### src/hw/rtl/cssd_pkg.sv
// Shared types, constants and byte-class helpers for the CSS escape decoder.
package cssd_pkg;

  localparam logic [7:0]  BackSlash = 8'h5C;
  localparam logic [7:0]  NewLine   = 8'h0A;
  localparam logic [7:0]  FwLimit   = 8'h5F;
  localparam logic [7:0]  FwOffset  = 8'h20;
  localparam logic [15:0] FwPrefix  = 16'h00FF;
  localparam logic [2:0]  MaxDigits = 3'd6;
  localparam logic [2:0]  FwMinDigits = 3'd4;
  localparam int          QueueDepth = 4;
  localparam int          QueuePtrBits = $clog2(QueueDepth);

  typedef enum logic [2:0] {
    MODE_NORMAL = 3'b001,
    MODE_ESCAPE = 3'b010,
    MODE_HEX    = 3'b100
  } mode_t;

  // One accepted byte's worth of results, oldest first: hex byte, plain byte, terminator.
  typedef struct packed {
    logic        hex_v;
    logic [7:0]  hex_byte;
    logic        plain_v;
    logic [7:0]  plain_byte;
    logic        term_v;
    logic [15:0] count;
  } entry_t;

  function automatic logic is_hex(input logic [7:0] b);
    case (b) inside
      [8'h30:8'h39], [8'h41:8'h46], [8'h61:8'h66]: is_hex = 1'b1;
      default: is_hex = 1'b0;
    endcase
  endfunction

  function automatic logic [3:0] hex_val(input logic [7:0] b);
    case (b) inside
      [8'h30:8'h39]: hex_val = b[3:0];
      [8'h41:8'h46], [8'h61:8'h66]: hex_val = b[3:0] + 4'd9;
      default: hex_val = 4'h0;
    endcase
  endfunction

  function automatic logic is_space(input logic [7:0] b);
    case (b) inside
      8'h20, [8'h09:8'h0D]: is_space = 1'b1;
      default: is_space = 1'b0;
    endcase
  endfunction

  // Value of a completed escape; fullwidth FFxx forms shift 0x01..0x5E up by 0x20.
  function automatic logic [7:0] hex_finish(input logic [23:0] nib, input logic [2:0] cnt);
    logic [7:0] v;
    if (cnt <= 3'd1) begin
      v = {4'h0, nib[3:0]};
    end else begin
      v = nib[7:0];
      if (cnt >= FwMinDigits && nib[23:8] == FwPrefix && v != 8'h00 && v < FwLimit) begin
        v = v + FwOffset;
      end
    end
    hex_finish = v;
  endfunction

endpackage

### src/hw/rtl/cssd_front.sv
// Front end: accepts bytes, runs the escape scanner and builds result entries.
module cssd_front import cssd_pkg::*; #(
  parameter int COUNT_BITS = 16
) (
  input  logic       clk,
  input  logic       rst_n,
  input  logic       in_valid,
  input  logic [7:0] in_byte,
  input  logic       in_last_byte,
  input  logic       q_full,
  output logic       in_stall,
  output logic       push,
  output entry_t     push_entry
);

  localparam logic [COUNT_BITS+1:0] CountMax = {2'b00, {COUNT_BITS{1'b1}}};

  mode_t                 mode_r, mode_nxt;
  logic [23:0]           nib_r, nib_nxt;
  logic [2:0]            dc_r, dc_nxt;
  logic [COUNT_BITS-1:0] cnt_r, cnt_nxt;

  logic                  accept;
  logic                  b_hex;
  logic [3:0]            b_val;
  logic                  fin_now;
  logic [23:0]           fin_nib;
  logic [2:0]            fin_dc;
  logic                  hex_e, plain_e, term_e;
  logic [COUNT_BITS+1:0] cnt_sum;
  logic [COUNT_BITS-1:0] cnt_new;
  logic [31:0]           cnt_ext;

  assign in_stall = q_full;
  assign accept   = in_valid && !q_full;
  assign b_hex    = is_hex(in_byte);
  assign b_val    = hex_val(in_byte);

  always_comb begin
    mode_nxt = mode_r;
    nib_nxt  = nib_r;
    dc_nxt   = dc_r;
    fin_now  = 1'b0;
    hex_e    = 1'b0;
    plain_e  = 1'b0;
    term_e   = 1'b0;
    case (mode_r)
      MODE_ESCAPE: begin
        mode_nxt = MODE_NORMAL;
        if (b_hex) begin
          mode_nxt = MODE_HEX;
          nib_nxt  = {20'h0, b_val};
          dc_nxt   = 3'd1;
        end else if (in_byte != NewLine) begin
          plain_e = 1'b1;
        end
      end
      MODE_HEX: begin
        if (b_hex && dc_r < MaxDigits) begin
          nib_nxt = {nib_r[19:0], b_val};
          dc_nxt  = dc_r + 3'd1;
        end else begin
          fin_now  = 1'b1;
          hex_e    = 1'b1;
          nib_nxt  = '0;
          dc_nxt   = '0;
          mode_nxt = MODE_NORMAL;
          if (!is_space(in_byte)) begin
            if (in_byte == BackSlash) mode_nxt = MODE_ESCAPE;
            else plain_e = 1'b1;
          end
        end
      end
      default: begin
        mode_nxt = MODE_NORMAL;
        if (in_byte == BackSlash) mode_nxt = MODE_ESCAPE;
        else plain_e = 1'b1;
      end
    endcase

    // escape still open at end of string is closed with what was collected
    if (in_last_byte) begin
      term_e = 1'b1;
      if (mode_nxt == MODE_HEX) hex_e = 1'b1;
    end
  end

  assign fin_nib = fin_now ? nib_r : nib_nxt;
  assign fin_dc  = fin_now ? dc_r  : dc_nxt;

  always_comb begin
    cnt_sum = {2'b00, cnt_r} + {{(COUNT_BITS+1){1'b0}}, hex_e} +
              {{(COUNT_BITS+1){1'b0}}, plain_e};
    cnt_new = (cnt_sum > CountMax) ? {COUNT_BITS{1'b1}} : cnt_sum[COUNT_BITS-1:0];
    cnt_ext = 32'(cnt_new);
  end

  always_comb begin
    push_entry.hex_v      = hex_e;
    push_entry.hex_byte   = hex_finish(fin_nib, fin_dc);
    push_entry.plain_v    = plain_e;
    push_entry.plain_byte = in_byte;
    push_entry.term_v     = term_e;
    push_entry.count      = (cnt_ext > 32'h0000_FFFF) ? 16'hFFFF : cnt_ext[15:0];
  end

  assign push = accept && (hex_e || plain_e || term_e);

  always_ff @(posedge clk) begin
    if (!rst_n) begin
      mode_r <= MODE_NORMAL;
      nib_r  <= '0;
      dc_r   <= '0;
      cnt_r  <= '0;
    end else if (accept) begin
      if (in_last_byte) begin
        mode_r <= MODE_NORMAL;
        nib_r  <= '0;
        dc_r   <= '0;
        cnt_r  <= '0;
      end else begin
        mode_r <= mode_nxt;
        nib_r  <= nib_nxt;
        dc_r   <= dc_nxt;
        cnt_r  <= cnt_new;
      end
    end
  end

endmodule

### src/hw/rtl/cssd_queue.sv
// Small FIFO of result entries between the scanner and the output side.
module cssd_queue import cssd_pkg::*; (
  input  logic   clk,
  input  logic   rst_n,
  input  logic   push,
  input  entry_t push_entry,
  input  logic   pop,
  output logic   full,
  output logic   empty,
  output entry_t head
);

  entry_t                  mem [QueueDepth];
  logic [QueuePtrBits-1:0] wr_r, rd_r;
  logic [QueuePtrBits:0]   fill_r;

  assign full  = (fill_r == (QueuePtrBits+1)'(QueueDepth));
  assign empty = (fill_r == '0);
  assign head  = mem[rd_r];

  always_ff @(posedge clk) begin
    if (push) mem[wr_r] <= push_entry;
  end

  always_ff @(posedge clk) begin
    if (!rst_n) begin
      wr_r   <= '0;
      rd_r   <= '0;
      fill_r <= '0;
    end else begin
      if (push) wr_r <= wr_r + 1'b1;
      if (pop)  rd_r <= rd_r + 1'b1;
      if (push && !pop)      fill_r <= fill_r + 1'b1;
      else if (pop && !push) fill_r <= fill_r - 1'b1;
    end
  end

endmodule

### src/hw/rtl/cssd_back.sv
// Back end: serializes each queued entry into result transfers through an output register.
module cssd_back import cssd_pkg::*; (
  input  logic        clk,
  input  logic        rst_n,
  input  logic        q_empty,
  input  entry_t      head,
  output logic        pop,
  input  logic        out_stall,
  output logic        out_valid,
  output logic [7:0]  out_byte,
  output logic        out_end_of_string,
  output logic [15:0] out_byte_count
);

  logic [2:0]  done_r, done_nxt;
  logic        out_valid_r, out_valid_nxt;
  logic [7:0]  byte_r, byte_nxt;
  logic        eos_r, eos_nxt;
  logic [15:0] count_r, count_nxt;
  logic [2:0]  rem, sel;
  logic        load;

  assign load = !out_valid_r || !out_stall;
  assign rem  = {head.term_v, head.plain_v, head.hex_v} & ~done_r;

  always_comb begin
    if (rem[0])      sel = 3'b001;
    else if (rem[1]) sel = 3'b010;
    else             sel = 3'b100;
  end

  always_comb begin
    done_nxt      = done_r;
    out_valid_nxt = out_valid_r;
    byte_nxt      = byte_r;
    eos_nxt       = eos_r;
    count_nxt     = count_r;
    pop           = 1'b0;
    if (load) begin
      out_valid_nxt = !q_empty;
      if (!q_empty) begin
        case (sel)
          3'b001: begin
            byte_nxt  = head.hex_byte;
            eos_nxt   = 1'b0;
            count_nxt = '0;
          end
          3'b010: begin
            byte_nxt  = head.plain_byte;
            eos_nxt   = 1'b0;
            count_nxt = '0;
          end
          default: begin
            byte_nxt  = '0;
            eos_nxt   = 1'b1;
            count_nxt = head.count;
          end
        endcase
        if ((rem & ~sel) == 3'b000) begin
          pop      = 1'b1;
          done_nxt = '0;
        end else begin
          done_nxt = done_r | sel;
        end
      end
    end
  end

  always_ff @(posedge clk) begin
    if (!rst_n) begin
      done_r      <= '0;
      out_valid_r <= 1'b0;
    end else begin
      done_r      <= done_nxt;
      out_valid_r <= out_valid_nxt;
    end
  end

  always_ff @(posedge clk) begin
    byte_r  <= byte_nxt;
    eos_r   <= eos_nxt;
    count_r <= count_nxt;
  end

  assign out_valid         = out_valid_r;
  assign out_byte          = byte_r;
  assign out_end_of_string = eos_r;
  assign out_byte_count    = count_r;

endmodule

### src/hw/rtl/css_escape_decoder_core.sv
// Top level of the CSS backslash-escape decoder.
//
// Input channel (in_valid/in_stall): one raw byte per transfer, in_last_byte
// marks the final byte of a string. Output channel (out_valid/out_stall): one
// decoded byte per transfer; after the last byte of a string a terminator
// transfer follows with out_end_of_string set, out_byte zero and
// out_byte_count holding the decoded byte count (saturating).
// A byte is accepted every cycle while the entry queue has room. The scanner
// turns each byte into 0 to 3 results in the same cycle; the output side
// sends one result per cycle while out_stall is low, so bytes that give one
// result sustain one per cycle and bytes that give two or three are sent as
// that many transfers. An input byte's first result passes through the queue
// write and then the output register. When out_stall is high, the output
// register holds its result, the 4-entry queue fills, and then in_stall rises.
// Synchronous active-low reset returns the scanner to plain copying, clears
// the count and empties the queue and output register.
module css_escape_decoder_core import cssd_pkg::*; #(
  parameter int COUNT_BITS = 16
) (
  input  logic        clk,
  input  logic        rst_n,
  input  logic        in_valid,
  output logic        in_stall,
  input  logic [7:0]  in_byte,
  input  logic        in_last_byte,
  output logic        out_valid,
  input  logic        out_stall,
  output logic [7:0]  out_byte,
  output logic        out_end_of_string,
  output logic [15:0] out_byte_count
);

  logic   push, pop, q_full, q_empty;
  entry_t push_entry, head;

  cssd_front #(.COUNT_BITS(COUNT_BITS)) u_front (
    .clk, .rst_n, .in_valid, .in_byte, .in_last_byte,
    .q_full, .in_stall, .push, .push_entry
  );

  cssd_queue u_queue (
    .clk, .rst_n, .push, .push_entry, .pop,
    .full(q_full), .empty(q_empty), .head
  );

  cssd_back u_back (
    .clk, .rst_n, .q_empty, .head, .pop, .out_stall,
    .out_valid, .out_byte, .out_end_of_string, .out_byte_count
  );

endmodule

### config.mk
export PLATFORM = sky130hd
export DESIGN_NAME = css_escape_decoder_core
export DESIGN_NICKNAME = d
export VERILOG_FILES = /design/src/hw/rtl/cssd_pkg.sv /design/src/hw/rtl/cssd_front.sv /design/src/hw/rtl/cssd_queue.sv /design/src/hw/rtl/cssd_back.sv /design/src/hw/rtl/css_escape_decoder_core.sv
export SDC_FILE = /design/constraint.sdc
export NUM_CORES = 1
export LEC_CHECK = 0
export BUFFER_PORTS_ARGS = -buffer_cell sky130_fd_sc_hd__buf_2
export CELL_PAD_IN_SITES_DETAIL_PLACEMENT = 0
export CELL_PAD_IN_SITES_GLOBAL_PLACEMENT = 2
export CORE_MARGIN = 3
export CORE_UTILIZATION = 40
export DETAILED_ROUTE_END_ITERATION = 8
export PLACE_DENSITY_LB_ADDON = 0.12
export SLEW_MARGIN = 10
export SYNTH_ARGS = -nofsm -noshare
export SYNTH_HDL_FRONTEND = slang
export SYNTH_HIERARCHICAL = 1
export SYNTH_SLANG_ARGS = --single-unit
### constraint.sdc
create_clock -name clk -period 5.1 [get_ports clk]
set_input_delay 1.53 -clock clk [delete_from_list [all_inputs] [get_ports clk]]
set_output_delay 1.53 -clock clk [all_outputs]
set_load 0.05 [all_outputs]
==> impl_metrics.py <==
metrics = {
    "status": {
        "status": "completed",
    },
    "sta": {
        "finClkSkew_ns": 0.0166,
        "setup_viol": 0,
        "clock.fmax_mhz": 215,
        "final-max-slew-violation-count": 0,
        "tightestPinTransition_ns": 1.14,
        "slew_headroom": 0.237,
        "hold_viol": 0,
        "min_period_over_period": 0.913,
        "rsz0062_at_grt": "false",
        "fin_crit_ns": 4.66,
    },
    "final_layout": {
        "diodes": 0,
        "drive_above_1_share": 0.241,
        "instances_no_fill": 1100,
        "final_core_util": 0.478,
        "fill_cells": 2095,
        "register_area_um2": 6140,
        "areaGrowthSynthToFinish_pct": 15.6,
        "multiInputGateArea_um2": 3380,
        "nets": 790,
    },
    "place": {
        "place_inst": 1053,
        "place_congestion": 0.849,
        "io_buffer_count": 39,
        "hpwl_um": 14600,
    },
    "synth": {
        "yosysWarningCount": 6,
        "synth_cell_type_count": 77,
        "netlist_instances": 688,
        "synth_top_area_frac": 0.502,
        "ys.flop_type": "edfxtp_1",
        "ys_async_sr_fraction": 0,
        "synth.yosys.seq_area_share": 0.621,
        "ys_seq_elements": 224,
        "synth_fp_nets": 716,
        "syn_area_um2": 9880,
        "synth_edf_count": 165,
        "syn_area_per_cell_um2": 14.4,
        "yosys.cell_count.top_type": "edfxtp_1",
        "synthTopCellsByCount": "edfxtp_1, dfxtp_1, nor2b_1",
        "synth_top_cell_by_area": "edfxtp_1",
        "synthTopCellsByArea": "edfxtp_1, dfxtp_1, mux4_2",
    },
    "floorplan": {
        "die_area_um2": 26600,
        "die_w_um": 163,
        "start_util": 0.413,
        "die_h_um": 163,
        "rows": 56,
        "num_io_pins": 40,
        "core_um2": 23900,
    },
    "clocking": {
        "cts_resized": 0,
        "clk_latency_ns": 0.52,
        "htree_levels": 1,
        "cts-buffers-inserted": 26,
        "cts_tree": "done",
        "cts-hold-fix-buffers": 0,
        "cts.sinks": 224,
        "post_cts_buffers": 0,
        "clk_pin_slew_ns": 0.06,
        "cts_buffer_depth": 3,
        "clockRootBuffer": "clkbuf_16",
    },
    "detailed_routing": {
        "via_per_inst": 5.33,
        "drcViolationCount": 0,
        "wl_per_cell_um": 19.7,
        "drt_iter0_drc": 396,
        "ant_nets": 0,
        "drt-pass1-iter-count": 4,
        "wl_um": 21700,
        "via_count": 5860,
    },
    "power": {
        "ir_drop_mv": 0.286,
        "p_switching_mw": 1.74,
        "seqPwrFrac": 0.430,
        "switching_share": 0.312,
        "power_frac_comb": 0.247,
        "intPower_mw": 3.83,
        "p_leak_nw": 4.08,
        "p_total_mw": 5.57,
        "p_per_area_nw_per_um2": 488,
        "clockPowerShare": 0.323,
    },
    "critical_path": {
        "arrival_ns": 5.04,
        "crit_required_ns": 5.49,
        "cp_max_fo": 9,
        "crit_path_start_kind": "input port",
        "cpMostUsedCell": "inv_1",
        "crit_type": "in2reg",
        "cp_slowest_cell": "or3b_4",
        "path_cells": "buf_2 > inv_1 > ha_2 > or3b_4 > and3_4 > o21ai_4 > nand2_1 > a211o_1 > o21ai_2 > inv_1 > fa_1 > inv_1 > ha_2 > and4_4 > and4_4 > and3_1 > nand2_2 > o21ai_0 > buf_4",
        "worstSetupEndpointType": "flip-flop",
        "r2r_setup_slack_ns": 1.49,
        "r2r-end": "u_queue/fill_r[2]",
        "slowest_delay_ns": 0.40,
        "rr_worst_depth": 12,
    },
    "worst_hold_path": {
        "hold_class": "reg2reg",
        "hold_depth": 2,
        "min_from": "u_back/done_r[2]",
        "hold_end": "u_back/done_r[2]",
    },
    "global_routing": {
        "met1_usage": 0.233,
        "antenna_found_initial": 0,
        "grtUsageMet3": 0.0241,
        "grt_max_degree": 60,
        "grt_pass1_vias": 6228,
        "gr-usage-all-layers": 0.167,
        "grt_pass1_wl_um": 34700,
        "gr-max-usage-layer": "met2",
        "globalRouteMet2Util": 0.275,
        "grt_overflow": 0,
    },
    "run": {
        "max_cap_violations": 0,
    },
}
==> area by class of cell <==
class,instances,share of cell area
Timing Repair Buffer,89,0.0511
Clock inverter,16,0.0143
Tap cell,319,0.0350
Inverter,23,0.00756
Sequential cell,224,0.538
Clock buffer,31,0.0586
Multi-Input combinational cell,398,0.296
==> routing by layer <==
layer | part of all wire | routed length, µm | vias up
met4 | 0.023 | 500 | 0
met1 | 0.47 | 10200 | 2942
li1 | - | - | 2770
met3 | 0.035 | 760 | 30
met2 | 0.47 | 10300 | 118
met5 | 0 | 0 | -
==> through the flow <==
stage | hold slack, ns | TNS [ns] | area [µm²] | setup slack [ns]
global placement | 0.426 | 0 | 10600 | 0.0253
floorplan | 0.415 | 0 | 9910 | 0.000343
finish | 0.442 | 0 | 11400 | 0.443
CTS | 0.442 | 0 | 11400 | 0.442
global route | 0.464 | 0 | 11400 | 0.166
detailed placement | 0.433 | -2.75 | 10600 | -0.0810
==> critical path, delay by kind of cell <==
| kind | cells | cell delay, ns |
|---|---|---|
| buf+inv | 5 | 0.57 |
| fa+ha+maj | 3 | 0.74 |
| simple gates | 7 | 1.46 |
| compound gates | 4 | 0.74 |
==> power groups by stage <==
stage	Clock (mW)	Sequential [mW]	Combinational (mW)
6_report	1.80	2.40	1.38
5_1_grt	1.91	2.43	1.48
4_1_cts	1.85	2.41	1.40
3_5_place_dp	0	2.45	1.40
3_3_place_gp	0	2.43	1.38
2_1_floorplan	0	2.74	0.802
==> state kept, by name, indices dropped and copies added, names as in the netlist, named ones only <==
signal	count
u_queue/fill_r	3
u_queue/rd_r	2
u_back/done_r	3
u_back/out_valid	1
u_queue/wr_r	2
u_back/out_byte	8
u_front/mode_r	3
u_queue/mem	140
u_front/dc_r	3
u_back/out_byte_count	16
u_front/cnt_r	16
u_front/nib_r	24
u_back/out_end_of_string	1
==> logic make-up (layout without fill, tap and decap cells) <==
kind of cell / after synthesis / in the layout / share of synthesized area
flip-flops: 224 / 224 / 0.621
AND/OR/NAND/NOR: 190 / 190 / 0.113
AO/OA/AOI/OAI: 134 / 134 / 0.102
buffers and inverters: 66 / 159 / 0.0394
multiplexers: 42 / 42 / 0.0888
XOR/XNOR: 17 / 17 / 0.0151
adder cells (fa/ha/maj): 15 / 15 / 0.0205
==> worst max-delay path by stage <==
| stage | start | end | cells after the start |
|---|---|---|---|
| final | in_byte[1] | u_queue/mem[3][4] | 19 |
| after detailed placement | in_byte[1] | u_front/cnt_r[13] | 19 |
| after global routing | in_byte[1] | u_front/cnt_r[12] | 21 |
| after CTS | in_byte[1] | u_queue/mem[0][4] | 19 |
| after global placement | in_byte[1] | u_queue/mem[2][4] | 19 |
| after floorplan | in_byte[0] | u_front/cnt_r[13] | 19 |
==> cell usage in the layout (no fill, tap or decap), types with 6 or more instances in the layout <==
cell type  synthesis  final
clkinv_1           0      6
mux4_2            30     30
buf_4             14     49
nor2b_1           46     46
nand2b_1           6      6
clkbuf_16          0     26
a21boi_0           6      6
dfxtp_1           59     58
nand3_1           12     12
xor2_1            11     11
nand2_1           42     41
a22oi_1           42     42
and2_1            26     26
mux2i_1            7      7
buf_2              6     39
inv_1             22     22
nor2_1            16     16
a22o_1             8      8
edfxtp_1         165    165
a21oi_1           15     15
o21ai_0           13     12
and3_1             7      7
ha_1              13     11
xnor2_1            6      6
(Power assumes the default switching activity.)
